<file path="src/hdl/fbpa_pkg.sv">
package fbpa_pkg;

	// Defaults for the top-level parameters.
	localparam int NUM_BLOCKS_DEF    = 256;
	localparam int POINTER_BYTES_DEF = 4;

	// Field widths fixed by the interface.
	localparam int ADDR_W   = 32;
	localparam int BSIZE_W  = 16;
	localparam int BCOUNT_W = 9;
	localparam int FREE_W   = 9;
	// A rounded block size can reach one past the 16-bit range.
	localparam int SZ_W     = BSIZE_W + 1;

	// Request modes.
	localparam logic [1:0] MODE_ALLOC         = 2'd0;
	localparam logic [1:0] MODE_FREE_CHECKED  = 2'd1;
	localparam logic [1:0] MODE_FREE_UNCHECKED = 2'd2;
	localparam logic [1:0] MODE_REBUILD       = 2'd3;

	// Response status codes.
	localparam logic [1:0] STATUS_OK       = 2'd0;
	localparam logic [1:0] STATUS_EMPTY    = 2'd1;
	localparam logic [1:0] STATUS_BAD_ADDR = 2'd2;

	// Configuration register indexes.
	localparam logic [1:0] REG_BASE_ADDRESS = 2'd0;
	localparam logic [1:0] REG_BLOCK_SIZE   = 2'd1;
	localparam logic [1:0] REG_BLOCK_COUNT  = 2'd2;

	typedef struct packed {
		logic [1:0]        mode;
		logic [ADDR_W-1:0] block_address;
	} req_t;

	typedef struct packed {
		logic [1:0]        status;
		logic [ADDR_W-1:0] granted_address;
		logic [FREE_W-1:0] blocks_free;
	} rsp_t;

endpackage

</file>
<file path="src/hdl/fixed_block_pool_allocator_top.sv">
// Fixed-size block pool allocator. The free list of block indices lives in a one-port-read,
// one-port-write RAM as a LIFO chain; the head index and the free count are registers. An
// allocate that grants a block passes through these states: S_SIZE_A and S_SIZE_B derive the
// rounded block size, S_ALLOC_RD reads the link of the head block, S_ALLOC_FIN forms the
// granted address; an allocate on an empty pool answers from S_ALLOC_RD. A free runs the
// 32-step restoring divider that turns the byte offset into a block index. A rebuild
// writes one link per cycle over the clamped pool size. After reset the block runs the same
// rebuild over min(256, NUM_BLOCKS) entries, during which it stalls requests; configuration
// writes are taken at all times but must only be issued while idle. A response waits in an
// output register, so the next request is taken while it is held.
module fixed_block_pool_allocator_top #(
	parameter int NUM_BLOCKS    = fbpa_pkg::NUM_BLOCKS_DEF,
	parameter int POINTER_BYTES = fbpa_pkg::POINTER_BYTES_DEF
) (
	input  logic                        clk,
	input  logic                        arst_n,
	input  logic                        req_valid,
	output logic                        req_stall,
	input  fbpa_pkg::req_t              req,
	output logic                        rsp_valid,
	input  logic                        rsp_stall,
	output fbpa_pkg::rsp_t              rsp,
	input  logic                        cfg_valid,
	output logic                        cfg_ready,
	input  logic [1:0]                  cfg_index,
	input  logic [fbpa_pkg::ADDR_W-1:0] cfg_data
);

	localparam int IDX_W  = $clog2(NUM_BLOCKS);
	localparam int CNT_W  = $clog2(NUM_BLOCKS + 1);
	localparam int NW     = (CNT_W > fbpa_pkg::BCOUNT_W) ? CNT_W : fbpa_pkg::BCOUNT_W;
	localparam int SZ_W   = fbpa_pkg::SZ_W;
	localparam int AW     = fbpa_pkg::ADDR_W;
	localparam int PB_W   = 4;
	// Reciprocal for the round-up division by the pointer size; exact for sizes below 2^17.
	localparam int SH     = 20;
	localparam int RECIP  = (2 ** SH + POINTER_BYTES - 1) / POINTER_BYTES;
	localparam int LIM_W  = SZ_W + NW;
	localparam int CMP_W  = (LIM_W > AW) ? LIM_W : AW;
	localparam int RST_N  = (NUM_BLOCKS < 256) ? NUM_BLOCKS : 256;

	typedef enum logic [3:0] {
		S_IDLE,
		S_REBUILD,
		S_SIZE_A,
		S_SIZE_B,
		S_ALLOC_RD,
		S_ALLOC_FIN,
		S_FREE_CHK,
		S_FREE_DIV,
		S_FREE_PUSH,
		S_DONE
	} state_t;

	state_t state_q;

	logic [AW-1:0]                     base_q;
	logic [fbpa_pkg::BSIZE_W-1:0]      bsize_q;
	logic [fbpa_pkg::BCOUNT_W-1:0]     bcount_q;

	logic [1:0]                        mode_q;
	logic [AW-1:0]                     addr_q;
	logic [IDX_W-1:0]                  head_q;
	logic [CNT_W-1:0]                  free_q;
	logic [CNT_W-1:0]                  cursor_q;
	logic [CNT_W-1:0]                  n_q;
	logic                              auto_q;
	logic [SZ_W+SH-1:0]                prod_q;
	logic [SZ_W-1:0]                   size_q;
	logic [IDX_W+SZ_W-1:0]             mul_q;
	logic [LIM_W-1:0]                  limit_q;
	logic [AW-1:0]                     offset_q;
	logic                              below_q;
	logic [AW-1:0]                     quo_q;
	logic [SZ_W-1:0]                   rem_q;
	logic [4:0]                        cnt_q;
	fbpa_pkg::rsp_t                    res_q;
	fbpa_pkg::rsp_t                    rsp_q;
	logic                              rsp_valid_q;

	logic [NW-1:0]                     bc_ext;
	logic [CNT_W-1:0]                  n_eff;
	logic [SZ_W-1:0]                   bs_ext;
	logic [SZ_W-1:0]                   bs_min;
	logic [SZ_W-1:0]                   bs_up;
	logic [CNT_W-1:0]                  cur_inc;
	logic [SZ_W:0]                     rem_sh;
	logic                              rem_ge;
	logic                              bad;
	logic                              req_acc;
	logic                              rsp_free;

	logic                              ram_we;
	logic [IDX_W-1:0]                  ram_waddr;
	logic [IDX_W-1:0]                  ram_wdata;
	logic [IDX_W-1:0]                  ram_rdata;

	fbpa_ram #(
		.WIDTH(IDX_W),
		.DEPTH(NUM_BLOCKS)
	) u_link_ram (
		.clk  (clk),
		.we   (ram_we),
		.waddr(ram_waddr),
		.wdata(ram_wdata),
		.raddr(head_q),
		.rdata(ram_rdata)
	);

	assign cfg_ready = 1'b1;
	assign req_stall = (state_q != S_IDLE);
	assign req_acc   = req_valid && !req_stall;
	assign rsp_valid = rsp_valid_q;
	assign rsp       = rsp_q;
	assign rsp_free  = !rsp_valid_q || !rsp_stall;

	always_comb begin
		bc_ext  = NW'(bcount_q);
		n_eff   = (bc_ext > NW'(NUM_BLOCKS)) ? CNT_W'(NUM_BLOCKS) : CNT_W'(bc_ext);
		bs_ext  = SZ_W'(bsize_q);
		bs_min  = (bs_ext < SZ_W'(POINTER_BYTES)) ? SZ_W'(POINTER_BYTES) : bs_ext;
		bs_up   = bs_min + SZ_W'(POINTER_BYTES - 1);
		cur_inc = cursor_q + 1'b1;
		rem_sh  = {rem_q, quo_q[AW-1]};
		rem_ge  = (rem_sh >= {1'b0, size_q});
		bad     = (addr_q == '0)
			|| ((mode_q == fbpa_pkg::MODE_FREE_CHECKED)
				&& (below_q || (CMP_W'(offset_q) >= CMP_W'(limit_q))))
			|| (quo_q >= AW'(NUM_BLOCKS))
			|| (free_q >= CNT_W'(NUM_BLOCKS));
	end

	always_comb begin
		ram_we    = 1'b0;
		ram_waddr = cursor_q[IDX_W-1:0];
		ram_wdata = '0;
		if (state_q == S_REBUILD && cursor_q < n_q) begin
			ram_we    = 1'b1;
			ram_wdata = (cur_inc < n_q) ? cur_inc[IDX_W-1:0] : '0;
		end else if (state_q == S_FREE_PUSH && !bad) begin
			ram_we    = 1'b1;
			ram_waddr = quo_q[IDX_W-1:0];
			ram_wdata = head_q;
		end
	end

	always_ff @(posedge clk or negedge arst_n) begin
		if (!arst_n) begin
			base_q      <= '0;
			bsize_q     <= fbpa_pkg::BSIZE_W'(4);
			bcount_q    <= fbpa_pkg::BCOUNT_W'(256);
		end else if (cfg_valid && cfg_ready) begin
			unique case (cfg_index)
				fbpa_pkg::REG_BASE_ADDRESS: base_q   <= cfg_data;
				fbpa_pkg::REG_BLOCK_SIZE:   bsize_q  <= cfg_data[fbpa_pkg::BSIZE_W-1:0];
				fbpa_pkg::REG_BLOCK_COUNT:  bcount_q <= cfg_data[fbpa_pkg::BCOUNT_W-1:0];
				default: ;
			endcase
		end
	end

	always_ff @(posedge clk or negedge arst_n) begin
		if (!arst_n) begin
			state_q     <= S_REBUILD;
			head_q      <= '0;
			free_q      <= '0;
			cursor_q    <= '0;
			n_q         <= CNT_W'(RST_N);
			auto_q      <= 1'b1;
			rsp_valid_q <= 1'b0;
		end else begin
			// A finished transaction refills the output register as the old one leaves.
			if (state_q == S_DONE && rsp_free) begin
				rsp_valid_q <= 1'b1;
			end else if (rsp_valid_q && !rsp_stall) begin
				rsp_valid_q <= 1'b0;
			end
			unique case (state_q)
				S_IDLE: begin
					if (req_acc) begin
						mode_q <= req.mode;
						addr_q <= req.block_address;
						if (req.mode == fbpa_pkg::MODE_REBUILD) begin
							n_q     <= n_eff;
							auto_q  <= 1'b0;
							state_q <= S_REBUILD;
						end else begin
							state_q <= S_SIZE_A;
						end
					end
				end
				S_REBUILD: begin
					if (cursor_q < n_q) begin
						cursor_q <= cur_inc;
					end else begin
						cursor_q <= '0;
						head_q   <= '0;
						free_q   <= n_q;
						res_q.status          <= fbpa_pkg::STATUS_OK;
						res_q.granted_address <= '0;
						res_q.blocks_free     <= fbpa_pkg::FREE_W'(n_q);
						state_q  <= auto_q ? S_IDLE : S_DONE;
					end
				end
				S_SIZE_A: begin
					prod_q  <= (SZ_W + SH)'(bs_up) * (SZ_W + SH)'(RECIP);
					state_q <= S_SIZE_B;
				end
				S_SIZE_B: begin
					size_q  <= SZ_W'(prod_q[SZ_W+SH-1:SH] * PB_W'(POINTER_BYTES));
					state_q <= (mode_q == fbpa_pkg::MODE_ALLOC) ? S_ALLOC_RD : S_FREE_CHK;
				end
				S_ALLOC_RD: begin
					if (free_q == '0) begin
						res_q.status          <= fbpa_pkg::STATUS_EMPTY;
						res_q.granted_address <= '0;
						res_q.blocks_free     <= '0;
						state_q <= S_DONE;
					end else begin
						mul_q   <= head_q * size_q;
						state_q <= S_ALLOC_FIN;
					end
				end
				S_ALLOC_FIN: begin
					head_q <= ram_rdata;
					free_q <= free_q - 1'b1;
					res_q.status          <= fbpa_pkg::STATUS_OK;
					res_q.granted_address <= base_q + AW'(mul_q);
					res_q.blocks_free     <= fbpa_pkg::FREE_W'(free_q - 1'b1);
					state_q <= S_DONE;
				end
				S_FREE_CHK: begin
					offset_q <= addr_q - base_q;
					quo_q    <= addr_q - base_q;
					below_q  <= (addr_q < base_q);
					limit_q  <= size_q * NW'(n_eff);
					rem_q    <= '0;
					cnt_q    <= '0;
					state_q  <= S_FREE_DIV;
				end
				S_FREE_DIV: begin
					// One quotient bit per cycle, most significant first.
					rem_q <= rem_ge ? SZ_W'(rem_sh - {1'b0, size_q}) : rem_sh[SZ_W-1:0];
					quo_q <= {quo_q[AW-2:0], rem_ge};
					cnt_q <= cnt_q + 1'b1;
					if (cnt_q == 5'd31) begin
						state_q <= S_FREE_PUSH;
					end
				end
				S_FREE_PUSH: begin
					res_q.granted_address <= '0;
					if (bad) begin
						res_q.status      <= fbpa_pkg::STATUS_BAD_ADDR;
						res_q.blocks_free <= fbpa_pkg::FREE_W'(free_q);
					end else begin
						head_q <= quo_q[IDX_W-1:0];
						free_q <= free_q + 1'b1;
						res_q.status      <= fbpa_pkg::STATUS_OK;
						res_q.blocks_free <= fbpa_pkg::FREE_W'(free_q + 1'b1);
					end
					state_q <= S_DONE;
				end
				S_DONE: begin
					if (rsp_free) begin
						rsp_q       <= res_q;
						state_q     <= S_IDLE;
					end
				end
				default: state_q <= S_IDLE;
			endcase
		end
	end

`ifndef NO_ASSERTIONS
	// The free list can never count more entries than the link memory holds.
	a_free_bound: assert property (@(posedge clk) disable iff (!arst_n)
		free_q <= CNT_W'(NUM_BLOCKS))
		else $error("free count exceeds pool depth");

	// An accepted request keeps the request side stalled until its work is done.
	a_busy_after_accept: assert property (@(posedge clk) disable iff (!arst_n)
		req_acc |=> req_stall)
		else $error("request side not stalled after acceptance");

	// The rebuild cursor is parked at zero whenever no rebuild is in progress.
	a_cursor_idle: assert property (@(posedge clk) disable iff (!arst_n)
		(state_q == S_IDLE) |-> (cursor_q == '0))
		else $error("rebuild cursor not cleared while idle");

	// A failed response (any status other than OK) carries a zero address.
	a_empty_no_grant: assert property (@(posedge clk) disable iff (!arst_n)
		(rsp_valid && rsp.status != fbpa_pkg::STATUS_OK) |-> (rsp.granted_address == '0))
		else $error("address granted on a failed transaction");
`endif

endmodule

</file>
<file path="src/hdl/fbpa_ram.sv">
module fbpa_ram #(
	parameter int WIDTH = 8,
	parameter int DEPTH = 256
) (
	input  logic                     clk,
	input  logic                     we,
	input  logic [$clog2(DEPTH)-1:0] waddr,
	input  logic [WIDTH-1:0]         wdata,
	input  logic [$clog2(DEPTH)-1:0] raddr,
	output logic [WIDTH-1:0]         rdata
);

	logic [WIDTH-1:0] mem [DEPTH];

	always_ff @(posedge clk) begin
		if (we) begin
			mem[waddr] <= wdata;
		end
		rdata <= mem[raddr];
	end

endmodule

</file>
<file path="config.mk">
export PLATFORM = sky130hd
export DESIGN_NAME = fixed_block_pool_allocator_top
export DESIGN_NICKNAME = d
export VERILOG_FILES = /design/src/hdl/fbpa_pkg.sv /design/src/hdl/fixed_block_pool_allocator_top.sv /design/src/hdl/fbpa_ram.sv
export SDC_FILE = /design/constraint.sdc
export NUM_CORES = 2
export LEC_CHECK = 0
export BUFFER_PORTS_ARGS = -buffer_cell sky130_fd_sc_hd__buf_2
export CORE_AREA = 3 3 425 427
export DETAILED_ROUTE_END_ITERATION = 8
export DIE_AREA = 0 0 428 430
export PLACE_DENSITY = 0.76
export SKIP_LAST_GASP = 1
export SYNTH_ARGS = -nofsm -noshare
export SYNTH_HDL_FRONTEND = slang
export SYNTH_SLANG_ARGS = --single-unit
export TNS_END_PERCENT = 1
</file>
<file path="constraint.sdc">
create_clock -name clk -period 42.3 [get_ports clk]
set_clock_uncertainty 0.15 [all_clocks]
set_input_delay 0 -clock clk [delete_from_list [all_inputs] [get_ports clk]]
set_output_delay 0 -clock clk [all_outputs]
set_load 0.05 [all_outputs]
</file>
==> flow_summary.toml <==
[run_status]
status = "finished clean"

[critical_path]
cp-end-kind = "flip-flop"
path_class = "flip-flop to flip-flop"
crit_path_start = "free_q[8]$_DFFE_PN0P_"
worstPathArrival_ns = 7.00
startpoint_type = "flip-flop"
crit_fanout = 108
r2r_start = "free_q[8]$_DFFE_PN0P_"
required_ns = 42.64

[layout]
fill_cells = 11100
area_growth_pct = 11.8
multiInputGateArea_um2 = 31500
fin_nets = 6648
final_cells = 8749
layout-drive-gt1-share_pct = 21.0
finish.utilization_pct = 67.3
seq_area_um2 = 72700

[logic_synthesis]
postSynthAreaPerCell_um2 = 18.1
synthDistinctLibCells = 81
netlist_instances = 5862
yosysSeqAreaShare_pct = 68.4
synthFlopType = "edfxtp_1"
synth_area_um2 = 106000
synth-async-reset-ratio_pct = 4.02
yosysWarnings = 0
synth_edf_count = 2332
syn_nets = 6310
ys_seq_elements = 2438

[timing]
hold_viol = 0
worst_pin_slew_ns = 1.30
finalSetupViolCount = 0
finalSetupTns_ns = 0
period_needed_ns = 6.66
maxSlewViolCount = 0
rsz0062_at_grt = "no"
relSlewSlack_pct = 13.1
timing.final.ws_setup_ns = 35.64
fmaxAchievable_mhz = 150
final.period_utilization_pct = 15.7

[route]
num_vias = 57400
first_pass_iters = 6
drt-initial-drc-count = 7078
wl_um = 271000
wl_per_cell_um = 31.0
postRouteAntennaNets = 0
avgViaCountPerCell = 6.56
drc = 0

[cts]
postCtsHoldBufs = 177
cts_inserted_buffers = 231
cts_setup_buffers = 0
ctsHtreeMaxLevel = 4
clk_path_buf_depth = 3
cts_tree = "done"
cts_resized = 0
clkLatencyLatePin_ns = 0.88
clockRootBuffer = "clkbuf_16"
cts.sinks = 2438
clk_pin_slew_worst_paths_ns = 0.07

[placement]
place_congestion = 0.898
place_ws_ns = 35.83
dp_hpwl_um = 164000
placedCellCount = 8130
port_buffers = 117

[pwr]
powerDensity_nw_per_um2 = 69.7
p_leak_nw = 39.6
p_total_mw = 8.28
ir_drop_v = 0.000110

[floorplanning]
chipWidth_um = 428
core-area_um2 = 176000
start_util_pct = 60.2
die_area_um2 = 184000
num_rows = 154
pin_count = 119
die-height_um = 430

[global_routing]
grt_pass1_wl_um = 402000
grt.overflow.total = 0
grtUsageTotal_pct = 29.9
grt_max_degree = 209
antenna_found_initial = 14
grt_pass1_vias = 58700

[min_path]
hold_class = "primary input to async pin"

[flow_run]
maxCapViolations = 0
critical path, stage by stage (launching register included):
cell	delay (ns)
dfrtp_1	0.49
nor4_1	0.45
nand3_1	0.15
nor3_1	0.15
o21ai_0	0.21
a21oi_1	0.71
nand2_1	0.23
nor2_1	0.78
nand2_1	0.22
o21ai_4	0.11
buf_4	0.59
buf_4	0.85
buf_4	0.96
power breakdown:
part	internal [mW]	switching, mW
logic	1.32	1.83
registers	2.98	0.132
clock network	1.12	0.904
Yosys cell counts, drive strengths merged, types with 6 or more instances:
master,count,area (um^2)
and2,146,913
mux4,680,15300
o211ai,13,97.6
nor2,421,1580
dfxtp,8,160
o31ai,14,105
or3,11,68.8
or2,9,56.3
nand4,23,144
mux2,52,586
fa,173,3460
a2bb2oi,6,52.6
a21oi,125,626
ha,202,2530
xor2,33,289
a21boi,10,75.1
inv,302,1130
nand3,44,225
nand3b,6,45.0
a31oi,19,119
a22oi,17,128
o21bai,6,45.0
edfxtp,2332,70000
a21o,37,278
a211oi,8,60.1
xnor2,75,657
nor3b,8,65.1
buf,100,489
o21a,17,128
nand2b,27,169
clkbuf,184,691
nor4,37,231
dfrtp,93,2330
o22ai,7,43.8
o2111ai,8,70.1
and3,11,68.8
nor3,62,310
mux2i,15,150
nand2,293,1100
o21ai,111,556
nor2b,35,219
cell type report:
class,instances,area share (%)
sequential,2438,61.2
clock inverter,143,1.05
tap,2340,2.46
inverter,302,0.954
antenna,14,0.0295
timing repair buffer,389,2.64
multi-input combinational,2838,26.6
clock buffer,285,5.14
sequential cells by signal (all words and copies together) (netlist names), 9 cells and up:
| register | flops |
|---|---|
| addr_q | 32 |
| base_q | 32 |
| bc_ext | 9 |
| bsize_q | 16 |
| cursor_q | 9 |
| free_q | 9 |
| limit_q | 24 |
| mul_q | 23 |
| n_q | 9 |
| offset_q | 32 |
| prod_q | 15 |
| quo_q | 32 |
| rem_q | 17 |
| res_q | 43 |
| rsp | 43 |
| size_q | 15 |
| u_link_ram.mem | 2048 |
metal layers:
metal	routed length, um	track usage, %	vias to the layer above
li1	-	-	23700
met2	134000	48.8	3262
met3	23900	6.03	641
met5	54	0	-
met4	13900	14.0	8
met1	99000	39.4	29800
cells in the final DEF (no fill, tap or decap), drive strengths merged, types with 15 or more instances in the layout:
cell and count:
a21o 37, a21oi 125, a22oi 17, a31oi 19
and2 146, buf 213, bufinv 15, clkbuf 285
clkinv 107, dfrtp 93, dlygate4sd3 176, edfxtp 2332
fa 173, ha 202, inv 313, mux2 52
mux2i 15, mux4 680, nand2 293, nand2b 27
nand3 44, nand4 23, nor2 421, nor2b 35
nor3 62, nor4 37, o21a 17, o21ai 111
xnor2 75, xor2 33
kinds of logic (layout without fill, tap and decap cells):
family,count (synthesis),in the layout,share of synthesized area (%)
AO/OA/AOI/OAI,454,454,2.72
buffers and inverters,586,1119,2.18
adder cells (fa/ha/maj),375,375,5.64
flip-flops,2438,2438,68.4
XOR/XNOR,108,108,0.891
other,1,15,0.00353
AND/OR/NAND/NOR,1153,1153,5.05
multiplexers,747,747,15.1
stage by stage:
step | cell area (um^2) | hold WS (ns)
after floorplan | 106000 | -0.446
after global placement | 110000 | -0.125
after detailed placement | 110000 | -0.124
after CTS | 119000 | 0.0882
after global routing | 119000 | 0.122
final | 119000 | 0.127
worst paths after layout:
path	endpoint	slack, ns	cells past startpoint
hold reg to reg	rsp[3]$_DFFE_PP_	0.27	0
setup reg to reg	u_link_ram.mem[16][4]$_DFFE_PP_	35.64	12
max in group asynchronous	head_q[5]$_DFFE_PN0P_	40.81	4
setup / recovery	u_link_ram.mem[16][4]$_DFFE_PP_	35.64	12
hold / removal	bc_ext[6]$_DFFE_PN0P_	0.13	4
min in group clk	addr_q[4]$_DFFE_PP_	0.22	3
(Power assumes the default switching activity.)
